File: config.mk
export PLATFORM = sky130hd
export DESIGN_NAME = mf3c_raster_cnt
export DESIGN_NICKNAME = d
export VERILOG_FILES = /design/src/hw/rtl/mf3c_pkg.sv /design/src/hw/rtl/mf3c_raster_cnt.sv
export SDC_FILE = /design/constraint.sdc
export NUM_CORES = 1
export LEC_CHECK = 0
export BUFFER_PORTS_ARGS = -buffer_cell sky130_fd_sc_hd__buf_2
export CORE_MARGIN = 4
export CORE_UTILIZATION = 45
export CTS_BUF_LIST = sky130_fd_sc_hd__clkbuf_4
export DETAILED_ROUTE_END_ITERATION = 8
export GPL_ROUTABILITY_DRIVEN = 0
export HOLD_SLACK_MARGIN = 0.15
export PLACE_DENSITY = 0.78
export SETUP_SLACK_MARGIN = 0.3
export SLEW_MARGIN = 40
export SYNTH_ARGS = -nofsm -noshare
export SYNTH_HDL_FRONTEND = slang
export SYNTH_SLANG_ARGS = --single-unit
File: constraint.sdc
create_clock -name clk -period 3.83 [get_ports clk]
set_clock_uncertainty 0.05 [all_clocks]
set_input_delay 0.5745 -clock clk [delete_from_list [all_inputs] [get_ports clk]]
set_output_delay 0.5745 -clock clk [all_outputs]
set_load 0.1 [all_outputs]
File: src/hw/rtl/mf3c_pkg.sv
`timescale 1ns / 1ps
`default_nettype none
// ----------------------------------------------------------------------------
// mf3c_pkg
// Shared types, register indexes and the 9-input median network for the
// cropped 3x3 median filter.
// ----------------------------------------------------------------------------
package mf3c_pkg;

  localparam int MAX_LINE_DEF = 1024;

  localparam int PIX_W   = 8;
  localparam int LW_W    = 11;   // line_width register
  localparam int SPOT_W  = 10;   // spot offsets and sizes
  localparam int ROW_W   = 11;   // camera row counter
  localparam int CFG_IDX_W = 3;
  localparam int CFG_DAT_W = 11;

  localparam logic [ROW_W-1:0] ROW_SAT = '1;

  localparam logic [LW_W-1:0]   LINE_WIDTH_RST  = LW_W'(640);
  localparam logic [SPOT_W-1:0] SPOT_LEFT_RST   = SPOT_W'(1);
  localparam logic [SPOT_W-1:0] SPOT_BOTTOM_RST = SPOT_W'(1);
  localparam logic [SPOT_W-1:0] SPOT_WIDTH_RST  = SPOT_W'(64);
  localparam logic [SPOT_W-1:0] SPOT_HEIGHT_RST = SPOT_W'(64);

  typedef enum logic [CFG_IDX_W-1:0] {
    CFG_LINE_WIDTH  = 3'd0,
    CFG_SPOT_LEFT   = 3'd1,
    CFG_SPOT_BOTTOM = 3'd2,
    CFG_SPOT_WIDTH  = 3'd3,
    CFG_SPOT_HEIGHT = 3'd4
  } cfg_idx_t;

  typedef struct packed {
    logic [PIX_W-1:0] pixel;
    logic             frame_start;
  } in_t;

  typedef struct packed {
    logic [PIX_W-1:0]  median;
    logic [SPOT_W-1:0] out_row;
    logic [SPOT_W-1:0] out_col;
    logic              last_of_spot;
  } out_t;

  // window taps: rows of three, oldest camera row first, left column first
  typedef logic [8:0][PIX_W-1:0] win_t;

  // compare-exchange pairs of the 19-stage median-of-9 network
  localparam int NET_LEN = 19;
  localparam int NET_A [NET_LEN] = '{1, 4, 7, 0, 3, 6, 1, 4, 7, 0, 5, 4, 3, 1, 2, 4, 4, 6, 4};
  localparam int NET_B [NET_LEN] = '{2, 5, 8, 1, 4, 7, 2, 5, 8, 3, 8, 7, 6, 4, 5, 7, 2, 4, 2};

  function automatic logic [PIX_W-1:0] median9(input win_t w);
    logic [PIX_W-1:0] p [9];
    logic [PIX_W-1:0] t;
    for (int i = 0; i < 9; i++) begin
      p[i] = w[i];
    end
    for (int k = 0; k < NET_LEN; k++) begin
      if (p[NET_A[k]] > p[NET_B[k]]) begin
        t           = p[NET_A[k]];
        p[NET_A[k]] = p[NET_B[k]];
        p[NET_B[k]] = t;
      end
    end
    return p[4];
  endfunction

endpackage
`default_nettype wire

File: src/hw/rtl/mf3c_raster_cnt.sv
`timescale 1ns / 1ps
`default_nettype none
// ----------------------------------------------------------------------------
// mf3c_raster_cnt
// Camera column/row position tracker. Gives the position of the pixel in
// the current input transaction and advances when it is accepted.
// ----------------------------------------------------------------------------
module mf3c_raster_cnt #(
  parameter int MAX_LINE = mf3c_pkg::MAX_LINE_DEF
) (
  input  wire logic                            clk,
  input  wire logic                            rst_n,
  input  wire logic                            acc,
  input  wire logic                            frame_start,
  input  wire logic [mf3c_pkg::LW_W-1:0]       line_width,
  output logic      [$clog2(MAX_LINE)-1:0]     x_cur,
  output logic      [mf3c_pkg::ROW_W-1:0]      y_cur
);
  import mf3c_pkg::*;

  localparam int XW   = $clog2(MAX_LINE);
  localparam int CMPW = ((XW > LW_W) ? XW : LW_W) + 1;

  logic [XW-1:0]    col_r, col_nxt;
  logic [ROW_W-1:0] row_r, row_nxt;
  logic             wrap;

  assign x_cur = frame_start ? '0 : col_r;
  assign y_cur = frame_start ? '0 : row_r;

  // end of line at the programmed width, or at the line store depth
  assign wrap = ((CMPW'(x_cur) + CMPW'(1)) >= CMPW'(line_width)) ||
                (x_cur == XW'(MAX_LINE - 1));

  always_comb begin
    col_nxt = col_r;
    row_nxt = row_r;
    if (acc) begin
      if (wrap) begin
        col_nxt = '0;
        row_nxt = (y_cur == ROW_SAT) ? y_cur : y_cur + ROW_W'(1);
      end else begin
        col_nxt = x_cur + XW'(1);
        row_nxt = y_cur;
      end
    end
  end

  always_ff @(posedge clk) begin
    if (!rst_n) begin
      col_r <= '0;
      row_r <= '0;
    end else begin
      col_r <= col_nxt;
      row_r <= row_nxt;
    end
  end

endmodule
`default_nettype wire

After elaboration in Yosys (flattened, before gate mapping):

Index checks and enable logic that the tools add are counted.

* bits in latches: 0
* word-level logic and storage cells: 14
* output and inout port bits: 21
* register bits after elaboration: 21
* memories: 0
* bits in writable memories: 0
* input bits: 15
* memory bits (read-only): 0

* divide/modulo/power cells: 0
* $lt $le $gt $ge: 1
* multiply operators: 0
* reductions and logical operators: 1
* bitwise logic cells: 0
* equal/unequal tests: 2
* $add $sub $neg: 3
* shift operators: 0
* mux-type cells: 5

Operators by type and width (number)
* $mux 11: 3
* $mux 10: 2
* $add 10x1->11 const B: 1
* $add 11x1->11 const B: 1
* $eq 11x11->1 const B: 1
* $ge 11x11->1: 1
* $add 10x1->10 const B: 1
* $eq 10x10->1 const B: 1
* $logic_or 1x1->1: 1

Longest topological paths before layout:

* depth in word-level cells: 5
* mapped depth: 13
* depth with buffers taken out: 10

Worst setup path after synthesis:

No wires, ideal clock.

* kind: input to register
* start point: input port frame_start
* end point: register row_r[6]
* setup time: 70 ps
* data required time: 3710 ps
* path buffers: 3
* setup slack: -422 ps
* cell stages on the path: 12
* arrival: 4132 ps
* cell sequence: clkbuf_1 nor2b_1 nand4_1 xnor2_1 ha_1 a21o_1 a31oi_1 o21a_1 buf_2 buf_2 nand4_1 nand3_1

* longest elaborated chain between the ends: 5
* elaborated cells between the ends (all ways): 10
* classes of those cells: add/sub (2); order compare (1); eq/ne (2); mux (4); reduce/logical (1)

RTL lines
* start, declared: line mf3c_raster_cnt.sv:14 `input wire logic frame_start,`
* $mux 10 *: line mf3c_raster_cnt.sv:28 `assign x_cur = frame_start ? '0 : col_r;`
* net x_cur[3]: line mf3c_raster_cnt.sv:16 `output logic [$clog2(MAX_LINE)-1:0] x_cur,`
* $add 10x1->11: line mf3c_raster_cnt.sv:32 `assign wrap = ((CMPW'(x_cur) + CMPW'(1)) >= CMPW'(line_width)) ||`
* $ge 11x11->1: line mf3c_raster_cnt.sv:32
* $logic_or 1x1->1 *: line mf3c_raster_cnt.sv:32
* $mux 11 *: line mf3c_raster_cnt.sv:39 `if (wrap) begin`
* end signal, assigned: line mf3c_raster_cnt.sv:55 `row_r <= row_nxt;`
* end, declared: line mf3c_raster_cnt.sv:25 `logic [ROW_W-1:0] row_r, row_nxt;`

Mark *: on every way through the listed nets, which the timed path passes. The rest lies on a longest branch.
A chain may end at the register's enable or synchronous reset.

Final worst setup path:

* start point: register col_r[2]
* end point: register row_r[9]

* longest elaborated chain between the ends: 5
* elaborated cells between the ends (all ways): 6
* classes of those cells: add/sub (1); order compare (1); eq/ne (1); mux (2); reduce/logical (1)

RTL lines
* start, declared: line mf3c_raster_cnt.sv:24 `logic [XW-1:0] col_r, col_nxt;`
* start signal, assigned: line mf3c_raster_cnt.sv:54 `col_r <= col_nxt;`
* $mux 10 *: line mf3c_raster_cnt.sv:28
* $add 10x1->11: line mf3c_raster_cnt.sv:32
* $ge 11x11->1: line mf3c_raster_cnt.sv:32
* $logic_or 1x1->1 *: line mf3c_raster_cnt.sv:32
* $mux 11 *: line mf3c_raster_cnt.sv:39

Mark *: on every way between the ends. The rest lies on a longest branch, timed or not.

==> impl_metrics.toml <==
[floorplanning]
die_area_mm2 = 0.00506
die_h_um = 71.1
coreArea_mm2 = 0.00374
io_pins = 36
rows = 22
die_width_um = 71.1
initial_utilization_pct = 47.9

[sta]
worst_slew_pin_slew_ns = 0.646
finalMaxSlewViolations = 0
finalHoldViolations = 0
fmax_mhz = 310
rsz0062_at_grt = "false"
finalSetupViolCount = 0
period_needed_ns = 3.23
finalCritPeriodShare_pct = 84.3
max-slew-margin-rel_pct = 56.5
setup_tns_ns = 0

[worst_setup_path]
critPathArrivalTime_ns = 3.43
path_cells = "nand4b_4 > or4_4 > nor3_1 > xor2_1 > ha_1 > o2111ai_1 > o21a_1 > buf_4 > a2111oi_2 > mux2i_1"
start_kind = "flop"
required_ns = 4.03
cp-end-kind = "flop"
critical-path-max-stage-delay_ns = 0.52
worst-path-max-fanout = 12
critPathKind = "flop to flop"
slowest_stage = "or4_4"

[placement]
io_buffers = 35
placed_area_mm2 = 0.00202
hpwlAfterDp_um = 3390

[routing]
dr.pass1.iters = 4
drtIter0Drc = 79
ant_nets = 0
drc = 0
routed_wl_um = 4610
num_vias = 1819
wl_per_cell_um = 14.9
via_per_inst = 5.87

[logic_synthesis]
ys_types = 50
synth-edff-count = 0
seq_area_frac_synth_pct = 23.5
syn_nets = 260
synthArstFlopShare_pct = 0
yosysWarnings = 0
yosysTopAreaCellShare_pct = 23.5
synth_common_cells = "21 x dfxtp_1, 19 x nand2_1, 19 x nor2b_1, 17 x inv_1"
synth.top_cells.by_area = "dfxtp_1 23%, ha_1 8.4%, nor2b_1 6.6%, nand4_1 5.2%, a21oi_1 4.2%"
ys_seq_elements = 21
synth_flop_cell = "dfxtp_1"
syn_avg_cell_area_um2 = 7.69
yosys.area.top_type = "dfxtp_1"
syn_area_mm2 = 0.00179
synthCells = 233
yosysMostFrequentCell = "dfxtp_1"

[cells_and_area]
regArea_um2 = 422
antenna_cells = 0
multi_input_area_mm2 = 0.00128
fin_area_mm2 = 0.00206
layout.nets = 290
fillerInstances = 376
drive_gt1_share_pct = 23.7
syn_to_final_growth_pct = 14.9

[power]
p_leak_nw = 0.931
power_density_mw_per_mm2 = 198
irDropWorstVdd_uv = 147
power.total_w = 0.000407

[worst_hold_path]
min_path_type = "flop to flop"

[clocking]
postCtsHoldBufs = 0
cts-buffers-inserted = 3
worstSkewPairLatency_ns = 0.31
root_buffer = "clkbuf_4"
cts_max_path_buffers = 2
cts_sinks = 21
cts_resized = 0
clk_pin_slew_ns = 0.13
cts_tree = "done"
postCtsSetupRepairBufs = 0
htree_levels = 1

[run]
drv_cap = 0

[run_status]
status = "complete, no violations"

[global_route]
grt_pass1_wl_um = 7730
antenna_found_initial = 0
grt_pass1_vias = 1690
gr-total-overflow = 0
grtUsageTotal_pct = 18.2
grt_max_degree = 33
cells by family after synthesis:
| logic type | Yosys count | synth area share, % |
|---|---|---|
| and+or+nand+nor | 102 | 33.4 |
| AOI/OAI and AO/OA | 53 | 20.1 |
| buffers and inverters | 31 | 7.19 |
| DFF | 21 | 23.5 |
| adders and majority gates | 12 | 8.38 |
| xor gates and xnor gates | 7 | 3.42 |
| muxes | 7 | 4.05 |
routing by layer:
metal,wire (µm),vias up,track usage [%]
li1,-,914,-
met1,2160,824,26.1
met2,2100,79,28.3
met3,326,2,1.70
met4,14,0,6.68
met5,0,-,0
power by group:
part / switching [W] / internal [W] / total [W] / leakage [nW]
clock: 0.0000745 / 0.0000398 / 0.000114 / 0.0139
combinational: 0.0000467 / 0.0000210 / 0.0000677 / 0.747
sequential: 0.00000388 / 0.000221 / 0.000225 / 0.170
total: 0.000125 / 0.000282 / 0.000407 / 0.931
critical path, delay by kind of cell, from the launching register on:
family	cells	cell delay, ns
compound gates	3	0.74
xor+xnor	1	0.11
fa+ha+maj	1	0.33
buf+inv	1	0.20
flops	1	0.51
mux	1	0.21
simple gates	3	1.01
worst paths after layout:
path / startpoint / to / slack [ns] / depth (start not counted)
min: col_r[6] / col_r[6] / 0.45 / 2
max reg2reg: col_r[2] / row_r[9] / 0.60 / 10
min reg2reg: col_r[6] / col_r[6] / 0.45 / 2
max: col_r[2] / row_r[9] / 0.60 / 10
cell usage in the layout (no fill, tap or decap), types with 2 or more instances in the layout:
cell type,netlist,routed
nand2_1,19,19
mux2i_1,5,5
mux2_2,2,2
nand4_1,15,15
a31o_2,2,2
ha_1,12,12
nor2_1,10,8
inv_1,17,17
a31oi_1,4,4
a21oi_1,15,15
xnor2_1,5,5
nand4b_1,2,2
xor2_1,2,2
a32oi_1,2,2
nand2b_1,5,5
dfxtp_1,21,20
buf_4,0,4
clkbuf_4,0,3
nor2b_2,0,4
nand3_1,10,10
nor3_1,8,8
o2111ai_1,4,4
nor2b_1,19,14
a21o_1,3,3
o21ai_0,8,8
nand3b_1,2,2
a211oi_1,4,4
buf_2,3,35
or3_1,2,2
area by class of cell:
cell class	count	area share, %
clock buffer	3	1.09
clock inverter	1	0.365
inverter	17	3.10
multi-input combinational	181	62.1
sequential	21	20.5
tap	48	2.92
timing repair buffer	39	9.97
flip-flops by register name (all words and copies together) (netlist names):
register / flops
row_r: 11
col_r: 10
per-stage QoR:
| step | instances | setup slack, ns | utilization, % | hold WS [ns] |
|---|---|---|---|---|
| 2_1_floorplan | 233 | 0.365 | - | 0.404 |
| 3_3_place_gp | 306 | 0.294 | 53.9 | 0.418 |
| 3_5_place_dp | 306 | 0.263 | 53.9 | 0.433 |
| 4_1_cts | 310 | 0.444 | 54.7 | 0.452 |
| 5_1_grt | 310 | 0.368 | 55.0 | 0.471 |
| 6_report | 310 | 0.600 | 55.0 | 0.449 |
Note: power is estimated with default switching activity, not from simulation.
